<file path="config.mk">
export PLATFORM = sky130hd
export DESIGN_NAME = stable_weighted_priority_queue
export DESIGN_NICKNAME = d
export VERILOG_FILES = /design/src/rtl/swpq_pkg.sv /design/src/rtl/stable_weighted_priority_queue.sv /design/src/rtl/swpq_key.sv /design/src/rtl/swpq_cell.sv
export SDC_FILE = /design/constraint.sdc
export NUM_CORES = 2
export LEC_CHECK = 0
export BUFFER_PORTS_ARGS = -buffer_cell sky130_fd_sc_hd__buf_2
export CAP_MARGIN = 40
export CORE_MARGIN = 1.5
export CORE_UTILIZATION = 50
export DETAILED_ROUTE_END_ITERATION = 8
export PLACE_DENSITY = 0.72
export SLEW_MARGIN = 20
export SYNTH_ARGS = -nofsm -noshare
export SYNTH_HDL_FRONTEND = slang
export SYNTH_HIERARCHICAL = 1
export SYNTH_SLANG_ARGS = --single-unit
</file>
<file path="constraint.sdc">
create_clock -name clk_i -period 8.1 [get_ports clk_i]
set_input_delay 0.405 -clock clk_i [delete_from_list [all_inputs] [get_ports clk_i]]
set_output_delay 0.405 -clock clk_i [all_outputs]
set_load 0.02 [all_outputs]
</file>
<file path="src/rtl/swpq_pkg.sv">
// Shared types and constants for the stable weighted priority queue.
// No dependencies; every other file of the block imports this package.
package swpq_pkg;

  localparam int unsigned ValueW   = 32;
  localparam int unsigned GradeW   = 12;
  localparam int unsigned CoursesW = 8;
  localparam int unsigned KeyW     = 21;
  localparam int unsigned RegW     = 8;
  localparam int unsigned CountW   = 5;
  localparam int unsigned StatusW  = 2;
  localparam int unsigned OpW      = 2;
  localparam int unsigned InDataW  = 56;
  localparam int unsigned OutDataW = 88;
  localparam int unsigned ApbAddrW = 3;

  localparam logic [RegW-1:0] GradeCapRst   = 8'd10;
  localparam logic [RegW-1:0] CourseGoalRst = 8'd40;

  typedef enum logic [OpW-1:0] {
    OP_INSERT = 2'd0,
    OP_REMOVE = 2'd1,
    OP_CLEAR  = 2'd2,
    OP_NONE   = 2'd3
  } op_e;

  typedef enum logic [StatusW-1:0] {
    ST_OK        = 2'd0,
    ST_FULL      = 2'd1,
    ST_EMPTY     = 2'd2,
    ST_OUT_RANGE = 2'd3
  } status_e;

  typedef enum logic [1:0] {
    S_IDLE,
    S_CALC,
    S_APPLY,
    S_REPORT
  } state_e;

  // Register index as decoded from paddr[2]
  typedef enum logic {
    REG_GRADE_CAP   = 1'b0,
    REG_COURSE_GOAL = 1'b1
  } reg_e;

  typedef struct packed {
    logic [ValueW-1:0]   value;
    logic [GradeW-1:0]   grade;
    logic [CoursesW-1:0] courses;
    logic [KeyW-1:0]     key;
  } entry_t;

  typedef struct packed {
    logic            ins;
    logic            rem;
    logic [KeyW-1:0] key;
  } cell_cmd_t;

endpackage

</file>
<file path="src/rtl/stable_weighted_priority_queue.sv">
// Top level of the stable weighted priority queue: APB registers,
// sequencer, key unit and the chain of swpq_cell slots. Depends on swpq_pkg.
//
//  port group  dir  fields (low bit up)
//  s_axis      in   tuser: op[1:0]; tdata: item_value, grade, courses
//  m_axis      out  tdata: front_value, front_grade, front_courses, front_key,
//                   count, is_empty, status
//  apb         in   grade cap @0x0, course goal @0x4
//
// An item passes through four steps: accept, key compute, chain update, result load.
// The next beat is accepted once the result sits in the output register.
// The four-step sequencer paces the items; the chain updates all slots at once.
// Reset empties the queue and loads grade cap 10, course goal 40.
// A stalled result holds in the output register; one more item may enter and
// waits in the result-load step.
module stable_weighted_priority_queue #(
  parameter int unsigned DEPTH = 16
) (
  input  logic                             clk_i,
  input  logic                             rst_ni,
  input  logic                             s_axis_tvalid,
  output logic                             s_axis_tready,
  input  logic [swpq_pkg::InDataW-1:0]     s_axis_tdata,   // item_value, grade, courses
  input  logic [swpq_pkg::OpW-1:0]         s_axis_tuser,   // op
  output logic                             m_axis_tvalid,
  input  logic                             m_axis_tready,
  // front_value, front_grade, front_courses, front_key, count, is_empty, status
  output logic [swpq_pkg::OutDataW-1:0]    m_axis_tdata,
  input  logic                             psel,
  input  logic                             penable,
  input  logic                             pwrite,
  input  logic [swpq_pkg::ApbAddrW-1:0]    paddr,
  input  logic [31:0]                      pwdata,
  output logic [31:0]                      prdata,
  output logic                             pready
);
  import swpq_pkg::*;

  localparam int unsigned CntW = $clog2(DEPTH + 1);

  // configuration registers
  logic [RegW-1:0] grade_cap_q, course_goal_q;
  logic            cfg_wr;
  reg_e            cfg_sel;

  assign pready  = 1'b1;
  assign cfg_sel = reg_e'(paddr[2]);
  assign cfg_wr  = psel && penable && pwrite && pready;

  always_ff @(posedge clk_i or negedge rst_ni) begin
    if (!rst_ni) begin
      grade_cap_q   <= GradeCapRst;
      course_goal_q <= CourseGoalRst;
    end else if (cfg_wr) begin
      unique case (cfg_sel)
        REG_GRADE_CAP:   grade_cap_q   <= pwdata[RegW-1:0];
        REG_COURSE_GOAL: course_goal_q <= pwdata[RegW-1:0];
        default: ;
      endcase
    end
  end

  always_comb begin
    unique case (cfg_sel)
      REG_GRADE_CAP:   prdata = 32'(grade_cap_q);
      REG_COURSE_GOAL: prdata = 32'(course_goal_q);
      default:         prdata = '0;
    endcase
  end

  // sequencer
  state_e state_q, state_d;
  logic   in_beat, out_free;

  assign in_beat  = s_axis_tvalid && s_axis_tready;
  assign out_free = !m_axis_tvalid || m_axis_tready;

  always_comb begin
    state_d = state_q;
    unique case (state_q)
      S_IDLE:   if (s_axis_tvalid) state_d = S_CALC;
      S_CALC:   state_d = S_APPLY;
      S_APPLY:  state_d = S_REPORT;
      S_REPORT: if (out_free) state_d = S_IDLE;
      default:  state_d = S_IDLE;
    endcase
  end

  always_comb begin
    s_axis_tready = (state_q == S_IDLE);
  end

  always_ff @(posedge clk_i or negedge rst_ni) begin
    if (!rst_ni) state_q <= S_IDLE;
    else         state_q <= state_d;
  end

  // captured item
  op_e                 op_q;
  logic [ValueW-1:0]   value_q;
  logic [GradeW-1:0]   grade_q;
  logic [CoursesW-1:0] courses_q;

  always_ff @(posedge clk_i) begin
    if (in_beat) begin
      op_q      <= op_e'(s_axis_tuser);
      value_q   <= s_axis_tdata[ValueW-1:0];
      grade_q   <= s_axis_tdata[ValueW +: GradeW];
      courses_q <= s_axis_tdata[ValueW+GradeW +: CoursesW];
    end
  end

  // key and decision
  logic [KeyW-1:0] key_w;
  logic            range_bad;

  swpq_key u_key (
    .grade_i       (grade_q),
    .courses_i     (courses_q),
    .grade_cap_i   (grade_cap_q),
    .course_goal_i (course_goal_q),
    .key_o         (key_w),
    .range_bad_o   (range_bad)
  );

  logic [CntW-1:0] count_q;
  logic            full, empty;
  logic [KeyW-1:0] key_q;
  status_e         stat_q, stat_d;
  logic            ins_q, rem_q, clr_q;
  logic            ins_d, rem_d, clr_d;

  assign full  = (count_q == CntW'(DEPTH));
  assign empty = (count_q == '0);

  always_comb begin
    ins_d  = 1'b0;
    rem_d  = 1'b0;
    clr_d  = 1'b0;
    stat_d = ST_OK;
    if (state_q == S_CALC) begin
      unique case (op_q)
        OP_INSERT: begin
          priority if (range_bad) stat_d = ST_OUT_RANGE;
          else if (full)          stat_d = ST_FULL;
          else                    ins_d  = 1'b1;
        end
        OP_REMOVE: begin
          if (empty) stat_d = ST_EMPTY;
          else       rem_d  = 1'b1;
        end
        OP_CLEAR: clr_d = 1'b1;
        OP_NONE:  ;
        default:  ;
      endcase
    end
  end

  always_ff @(posedge clk_i or negedge rst_ni) begin
    if (!rst_ni) begin
      ins_q  <= 1'b0;
      rem_q  <= 1'b0;
      clr_q  <= 1'b0;
      stat_q <= ST_OK;
    end else if (state_q == S_CALC) begin
      ins_q  <= ins_d;
      rem_q  <= rem_d;
      clr_q  <= clr_d;
      stat_q <= stat_d;
    end else if (state_q == S_APPLY) begin
      ins_q <= 1'b0;
      rem_q <= 1'b0;
      clr_q <= 1'b0;
    end
  end

  always_ff @(posedge clk_i) begin
    if (state_q == S_CALC) key_q <= key_w;
  end

  // entry count
  logic            apply;
  logic [CntW-1:0] count_d;

  assign apply = (state_q == S_APPLY);

  always_comb begin
    count_d = count_q;
    if (apply) begin
      priority if (clr_q) count_d = '0;
      else if (ins_q)     count_d = count_q + CntW'(1);
      else if (rem_q)     count_d = count_q - CntW'(1);
    end
  end

  always_ff @(posedge clk_i or negedge rst_ni) begin
    if (!rst_ni) count_q <= '0;
    else         count_q <= count_d;
  end

  // chain of cells
  cell_cmd_t cmd;
  entry_t    new_entry;
  entry_t    entry_w [DEPTH];
  logic      ge_w    [DEPTH];
  logic      occ     [DEPTH];

  assign cmd.ins = apply && ins_q;
  assign cmd.rem = apply && rem_q;
  assign cmd.key = key_q;

  assign new_entry.value   = value_q;
  assign new_entry.grade   = grade_q;
  assign new_entry.courses = courses_q;
  assign new_entry.key     = key_q;

  for (genvar i = 0; i < DEPTH; i++) begin : g_cell
    entry_t left, right;
    logic   left_ge;

    assign occ[i] = (count_q > CntW'(i));

    if (i == 0) begin : g_head
      assign left    = new_entry;
      assign left_ge = 1'b1;
    end else begin : g_body
      assign left    = entry_w[i-1];
      assign left_ge = ge_w[i-1];
    end

    if (i == DEPTH - 1) begin : g_tail
      assign right = entry_w[i];
    end else begin : g_next
      assign right = entry_w[i+1];
    end

    swpq_cell u_cell (
      .clk_i     (clk_i),
      .cmd_i     (cmd),
      .occ_i     (occ[i]),
      .new_i     (new_entry),
      .left_i    (left),
      .left_ge_i (left_ge),
      .right_i   (right),
      .entry_o   (entry_w[i]),
      .ge_o      (ge_w[i])
    );
  end

  // result register
  entry_t front;
  logic   load_out;

  assign front    = occ[0] ? entry_w[0] : '0;
  assign load_out = (state_q == S_REPORT) && out_free;

  always_ff @(posedge clk_i or negedge rst_ni) begin
    if (!rst_ni) begin
      m_axis_tvalid <= 1'b0;
    end else if (load_out) begin
      m_axis_tvalid <= 1'b1;
    end else if (m_axis_tready) begin
      m_axis_tvalid <= 1'b0;
    end
  end

  always_ff @(posedge clk_i) begin
    if (load_out) begin
      m_axis_tdata <= {7'h0, stat_q, empty, CountW'(count_q), front.key,
                       front.courses, front.grade, front.value};
    end
  end

endmodule

</file>
<file path="src/rtl/swpq_key.sv">
// Priority key and range check for one insert.
// Depends on swpq_pkg.
module swpq_key (
  input  logic [swpq_pkg::GradeW-1:0]   grade_i,
  input  logic [swpq_pkg::CoursesW-1:0] courses_i,
  input  logic [swpq_pkg::RegW-1:0]     grade_cap_i,
  input  logic [swpq_pkg::RegW-1:0]     course_goal_i,
  output logic [swpq_pkg::KeyW-1:0]     key_o,
  output logic                          range_bad_o
);
  import swpq_pkg::*;

  logic [GradeW+RegW-1:0]   prod_g;
  logic [CoursesW+RegW-1:0] prod_c;

  always_comb begin
    prod_g = (GradeW+RegW)'(grade_i) * (GradeW+RegW)'(course_goal_i);
    prod_c = (CoursesW+RegW)'(courses_i) * (CoursesW+RegW)'(grade_cap_i);
    // course term carries the x16 of the 8.4 grade scale
    key_o  = KeyW'(prod_g) + KeyW'({prod_c, 4'h0});
    range_bad_o = (grade_i > {grade_cap_i, 4'h0}) || (courses_i > course_goal_i);
  end

endmodule

</file>
<file path="src/rtl/swpq_cell.sv">
// One slot of the sorted chain: holds an entry, compares against the
// insert key and shifts with its neighbors. Depends on swpq_pkg.
module swpq_cell (
  input  logic                clk_i,
  input  swpq_pkg::cell_cmd_t cmd_i,
  input  logic                occ_i,
  input  swpq_pkg::entry_t    new_i,
  input  swpq_pkg::entry_t    left_i,
  input  logic                left_ge_i,
  input  swpq_pkg::entry_t    right_i,
  output swpq_pkg::entry_t    entry_o,
  output logic                ge_o
);
  import swpq_pkg::*;

  entry_t entry_q, entry_d;

  assign ge_o    = occ_i && (entry_q.key >= cmd_i.key);
  assign entry_o = entry_q;

  always_comb begin
    entry_d = entry_q;
    if (cmd_i.ins && !ge_o) begin
      // first slot below the key takes the new entry, the rest shift down
      entry_d = left_ge_i ? new_i : left_i;
    end else if (cmd_i.rem) begin
      entry_d = right_i;
    end
  end

  always_ff @(posedge clk_i) begin
    entry_q <= entry_d;
  end

endmodule

</file>
# Yosys cells after proc, flatten, opt, wreduce, memory -nomap -nowiden
# Index checks and enable logic that the tools add are counted.
[word_totals]
ff_bits = 1353
in_bits = 100
output_inout_bits = 123
wordCells = 278
[op_classes]
add_sub_neg = 3
n_mul = 2
magnitude_cmp = 34
eq_ne = 8
muxes = 68
n_bitwise = 1
reduce_logical = 82
[op_table]
columns = ["operator", "count"]
rows = [
  ["$mux W73", 45],
  ["$ge A21 B21 Y1", 16],
  ["$pmux W32 S2", 1],
  ["$gt A5 B4 Y1 const B", 8],
  ["$logic_and A1 B1 Y1", 38],
  ["$reduce_bool A2 Y1", 17],
  ["$add A20 B20 Y21", 1],
  ["$gt A5 B3 Y1 const B", 4],
  ["$mul A12 B8 Y20", 1],
  ["$logic_not A1 Y1", 17],
  ["$mul A8 B8 Y16", 1],
  ["$mux W5", 3],
  ["$mux W1", 13],
  ["$gt A12 B12 Y1", 1],
  ["$gt A5 B1 Y1 const B", 2],
  ["$gt A5 B2 Y1 const B", 2],
  ["$gt A8 B8 Y1", 1],
  ["$mux W2", 4],
  ["$pmux W2 S4", 1],
  ["$reduce_and A2 Y1", 4],
  ["$eq A2 B2 Y1 const B", 3],
  ["$add A5 B1 Y5 const B", 1],
  ["$eq A5 B5 Y1 const B", 1],
  ["$logic_not A5 Y1", 1],
  ["other kinds (8)", 12],
]

# Depth between registers and ports, before layout
[depth]
word_depth = 5
ltp_mapped = 27
depth_no_buf = 26

# Cells and area by module
# The synthesis kept the hierarchy.
[by_module_without_submodules]
columns = ["mod", "n_inst", "cells_per_inst", "area_each_um2", "seq_area_each_um2"]
rows = [
  ["swpq_cell (g_cell[0].u_cell ...)", 10, 759, 6747.7, 2192.1],
  ["swpq_cell (g_cell[4].u_cell ...)", 6, 402, 4834.6, 2192.1],
  ["stable_weighted_priority_queue", 1, 438, 7201.9, 5415.2],
  ["swpq_key", 1, 706, 5974.5, 0.0],
]

# Least setup slack after synthesis
# OpenSTA, ideal clock, no wires.
[synth_path]
path_kind = "register -> register"
startpoint = "reg courses_q[5]"
endpoint = "reg key_q[18], data pin"
setup_ns = 0.270
arrival_ns = 6.640
t_required_ns = 7.830
slack_ns = 1.190
path_stages_with_launch = 22
path_buffers = 0
synth_period_minus_slack_ns = 6.910
path_cell_list = "edfxtp_1 nand2_1 fa_1 fa_1 inv_1 fa_1 inv_1 fa_1 inv_1 ha_1 xor2_1 fa_1 fa_1 fa_1 fa_1 inv_1 ha_1 a21o_1 a31o_2 o211a_1 nor4_1 a311oi_1"
[synth_between]
elab_chain_len = 2
[synth_lines]
columns = ["element", "line_no", "text"]
rows = [
  ["start, declared", "stable_weighted_priority_queue.sv:102", "logic [CoursesW-1:0] courses_q;"],
  ["start signal, assigned", "stable_weighted_priority_queue.sv:109", "courses_q <= s_axis_tdata[ValueW+GradeW +: CoursesW];"],
  ["$mul A8 B8 Y16", "swpq_key.sv:18", "prod_c = (CoursesW+RegW)'(courses_i) * (CoursesW+RegW)'(grade_cap_i);"],
  ["$add A20 B20 Y21", "swpq_key.sv:20", "key_o = KeyW'(prod_g) + KeyW'({prod_c, 4'h0});"],
  ["net key_w[18]", "stable_weighted_priority_queue.sv:114", "logic [KeyW-1:0] key_w;"],
  ["end signal, assigned", "stable_weighted_priority_queue.sv:178", "if (state_q == S_CALC) key_q <= key_w;"],
  ["end, declared", "stable_weighted_priority_queue.sv:128", "logic [KeyW-1:0] key_q;"],
]
# The timed path passes the listed nets, and every way through them passes these cells.
# A chain may end at the register's enable or synchronous reset.

# Worst setup path in the final report
[layout_path]
startpoint = "reg courses_q[3]"
endpoint = "reg key_q[19], data pin"
# The elaborated chain is that of the path after synthesis.

==> reports/summary.md <==
The number of hold buffers added after CTS was 65. The tools report the post-route DRC violation count as 0. Clock-pin transition on the worst setup and hold timing paths: 0.06 ns. TritonCTS built the clock tree. IR analysis of the VDD net gives a maximum drop of 0.999 mV. The final route contains 96800 vias. In this run the worst setup path begins at courses_q[3]$_DFFE_PP_. Dividing the final minimum period by the clock period gives 91.5%. Setup violations remaining at the end of the flow were counted as 0. The most used flip-flop cell after synthesis is sky130_fd_sc_hd__edfxtp_1.

Setup repair after global routing left no endpoint under its margin. In the final design database the tool counted 11400 nets. After synthesis, the share of flip-flops with an asynchronous set or reset is 2.14%. Critical path arrival: 7.98 ns. The site row count is 171, and the largest buffer count on any clock path is 3. The synthesized design contains 1324 enable-type register cells. Largest area contributor in the netlist: sky130_fd_sc_hd__edfxtp_1. The setup fix buffers added after clock tree synthesis was 0.

Yosys attributes the largest share of cell area to sky130_fd_sc_hd__edfxtp_1 36%, sky130_fd_sc_hd__mux2i_1 11%, sky130_fd_sc_hd__o2bb2ai_1 5.8%. Across the routed clock network, the largest skew measured is 0.0402 ns. The detailed-router iteration count before antenna repair is 9. By count the netlist is led by 1324 x sky130_fd_sc_hd__edfxtp_1, 1206 x sky130_fd_sc_hd__nor2_1, 1169 x sky130_fd_sc_hd__mux2i_1. For the required time of the critical path, the log shows 8.67 ns.

Once detail routing completed, the nets flagged for antenna violations numbered 0. The headroom to the max-slew limit was 36.2%. In this run, distinct cell masters in the synthesized netlist total 83.

The run gives 110000 sq um as the mapped cell area. The worst hold-check path type is input port to asynchronous set/reset pin. The global placer's final weighted congestion is 0.924, and the fmax is 135 MHz. Global routing used 30.1% of the available tracks.

The synthesized design contains 1353 register bits. For this run the aggregate overflow at the end of global routing stands at 0. Across the whole layout, storage elements account for 40500 sq um. The tools report the origin of the critical flop-to-flop path as courses_q[3]$_DFFE_PP_.

The max-slew violation total from the final report is 0, and the count of buffers inserted at the top-level ports is 160. In this run, CTS created clock tree buffers numbering 162. Summed over all failing endpoints, the final setup total negative slack is 0 ns.

Dividing the detail-routed via count by the number of cells gives 7.07. At the later pin of the worst-skew pair, clock insertion delay measures 0.85 ns. Via count of the first global-routing pass: 90800. The die span in y was 471 um. The die covers 222000 sq um.

At the pin with the least slew margin, the transition time is 0.957 ns. The first global-routing pass estimated 540000 um of wire. The maximum number of pins on one net before global-route repair is 96. In this run the power density over the cells is 377 nW/um^2.

The most frequently used cell type in the post-synthesis netlist is sky130_fd_sc_hd__edfxtp_1. The detailed-route wire length per cell was 25.9 um; the minimum clock period after layout was 7.41 ns. The flow ran to the end, and the final reports show no timing, DRC or antenna violations.

Synthesis produced a netlist whose cell count is 11100. The layout has 18300 filler cells. Top-area cell type share of the netlist area: 36.3%. In this run the count of I/O pins placed on the die edge is 223.

From synthesis to final layout, the design area changed by 8.39%. The HPWL after detailed placement is 234000 um. The initial antenna violation count is 1.

A synthesized cell averages 9.84 sq um. Once the floorplan was initialized, standard cells occupied 50.4% of the core. For this design the static power due to leakage is 44.2 nW. For the warning count from the yosys run, the log shows 6. The sort of element at the start of the critical path is a register. The worst setup path is captured at a register. The clock tree synthesis step divided the H-tree into 4 levels. The count of final hold-check violations is 0.

The proportion of synthesized chip area in sequential cells is 36.9%, and the initial DRC count is 12900. From left edge to right edge, the die measures 471 um. The run gives 354000 um as the final wirelength. The ratio of cells with drive above 1 in the final layout was 12.1%. The critical path in this run is classified as register to register. The tools report the clock root buffer as sky130_fd_sc_hd__clkbuf_16. The maximum fanout along the worst path came out at 10.

The core area is 218000 sq um. The run gives 1353 as the number of sinks on the clock net. Max capacitance violation total: 0. Summing internal, switching and leakage power gives 44.8 mW. The post-cts gate resize count was 0.

Summing all multi-input logic gate instances after layout gives 61600 sq um.
[final cells by class]
type                       count  area share [%]
multi-input combinational   8093            51.8
sequential                  1353            34.1
timing repair buffer         558            4.92
clock buffer                 201            3.59
tap                         2854            3.00
inverter                     536            1.71
clock inverter                98           0.852
antenna                        3         0.00632
[kinds of logic (layout without fill, tap and decap cells)]
family | count (synthesis) | in the layout | synth area share, %
compound gates | 3076 | 3076 | 22.5
other cells | 2 | 36 | 0.00685
flops | 1353 | 1353 | 36.9
fa+ha+maj | 550 | 550 | 7.04
mux | 1194 | 1194 | 10.9
xor+xnor | 25 | 25 | 0.200
simple gates | 3215 | 3215 | 14.7
buf+inv | 1731 | 1393 | 7.69
[through the flow]
step | utilization, % | instances | hold WS, ns | area, sq um | setup WS [ns]
floorplan | - | 11200 | 0.109 | 110000 | 1.19
global placement | 50.7 | 13200 | 0.438 | 110000 | 0.740
detailed placement | 51.3 | 13300 | 0.363 | 112000 | 0.712
CTS | 54.0 | 13600 | 0.00141 | 118000 | 0.701
global route | 54.6 | 13700 | 0.0665 | 119000 | 0.377
finish | 54.6 | 13700 | 0.0613 | 119000 | 0.688
[power breakdown]
part | internal, mW | switching (mW) | total, mW
sequential | 9.53 | 0.998 | 10.5
clock | 4.31 | 3.19 | 7.51
combinational | 10.3 | 16.5 | 26.7
total | 24.1 | 20.7 | 44.8
[path summary, 6_finish.rpt]
check,end,slack (ns),depth (start not counted)
hold reg to reg,m_axis_tdata[80]$_DFFE_PP_,0.46,0
setup / recovery,key_q[19]$_DFFE_PP_,0.69,24
min in group clk_i,course_goal_q[6]$_DFFE_PN0P_,0.25,3
setup reg to reg,key_q[19]$_DFFE_PP_,0.69,24
max in group asynchronous,count_q[0]$_DFFE_PN0P_,7.52,3
hold / removal,course_goal_q[0]$_DFFE_PN0P_,0.06,2
[state kept, by name, summed over array words and instances, names as in the netlist, 8 cells and up]
signal / count
course_goal_q: 8
courses_q: 8
g_cell.u_cell/entry_o: 1168
grade_cap_q: 8
grade_q: 12
key_q: 21
m_axis_tdata: 81
value_q: 32
[per-layer routing]
metal / part of all wire (%) / wire length [um] / GRT usage [%] / up-vias
met3: 12 / 43700 / 5.81 / 755
met2: 44 / 155000 / 45.1 / 6331
met1: 40 / 142000 / 42.7 / 47200
met4: 3.8 / 13500 / 11.8 / 0
met5: 0 / 0 / 0 / -
li1: - / - / - / 42600
[worst max-delay path, cell delays in order (launching register included)]
cell	delay [ns]
sky130_fd_sc_hd__edfxtp_1	0.56
sky130_fd_sc_hd__and2_1	0.24
sky130_fd_sc_hd__fa_1	0.44
sky130_fd_sc_hd__fa_1	0.49
sky130_fd_sc_hd__inv_1	0.05
sky130_fd_sc_hd__fa_1	0.49
sky130_fd_sc_hd__fa_1	0.49
sky130_fd_sc_hd__inv_1	0.04
sky130_fd_sc_hd__ha_1	0.35
sky130_fd_sc_hd__o21ai_0	0.11
sky130_fd_sc_hd__o21bai_1	0.26
sky130_fd_sc_hd__a21oi_1	0.13
sky130_fd_sc_hd__xnor2_1	0.14
sky130_fd_sc_hd__ha_1	0.29
sky130_fd_sc_hd__inv_1	0.06
sky130_fd_sc_hd__fa_1	0.48
sky130_fd_sc_hd__fa_1	0.51
sky130_fd_sc_hd__fa_1	0.50
sky130_fd_sc_hd__inv_1	0.05
sky130_fd_sc_hd__ha_1	0.37
sky130_fd_sc_hd__a21oi_1	0.38
sky130_fd_sc_hd__o21bai_1	0.17
sky130_fd_sc_hd__a311oi_1	0.28
sky130_fd_sc_hd__o21ai_0	0.14
sky130_fd_sc_hd__xor2_1	0.16
[cells in the final DEF (no fill, tap or decap), types with 33 or more instances in the layout]
cell type	instances
sky130_fd_sc_hd__and3_1	40
sky130_fd_sc_hd__nand4_1	745
sky130_fd_sc_hd__edfxtp_1	1324
sky130_fd_sc_hd__clkbuf_16	164
sky130_fd_sc_hd__nand3_1	748
sky130_fd_sc_hd__nand2_1	156
sky130_fd_sc_hd__nor2b_1	85
sky130_fd_sc_hd__nor2_1	1206
sky130_fd_sc_hd__and2_1	90
sky130_fd_sc_hd__fa_1	112
sky130_fd_sc_hd__clkinv_1	38
sky130_fd_sc_hd__mux2i_1	1169
sky130_fd_sc_hd__dlygate4sd3_1	65
sky130_fd_sc_hd__buf_4	210
sky130_fd_sc_hd__o21ai_0	40
sky130_fd_sc_hd__a31oi_1	736
sky130_fd_sc_hd__o21ai_1	36
sky130_fd_sc_hd__buf_16	71
sky130_fd_sc_hd__inv_1	524
sky130_fd_sc_hd__a22oi_2	366
sky130_fd_sc_hd__o211ai_1	733
sky130_fd_sc_hd__ha_1	438
sky130_fd_sc_hd__clkbuf_1	35
sky130_fd_sc_hd__o2bb2ai_1	730
sky130_fd_sc_hd__conb_1	33
sky130_fd_sc_hd__buf_2	160
sky130_fd_sc_hd__a22oi_1	78
sky130_fd_sc_hd__a21oi_1	139
No activity file was read; power rests on OpenSTA's default activity.
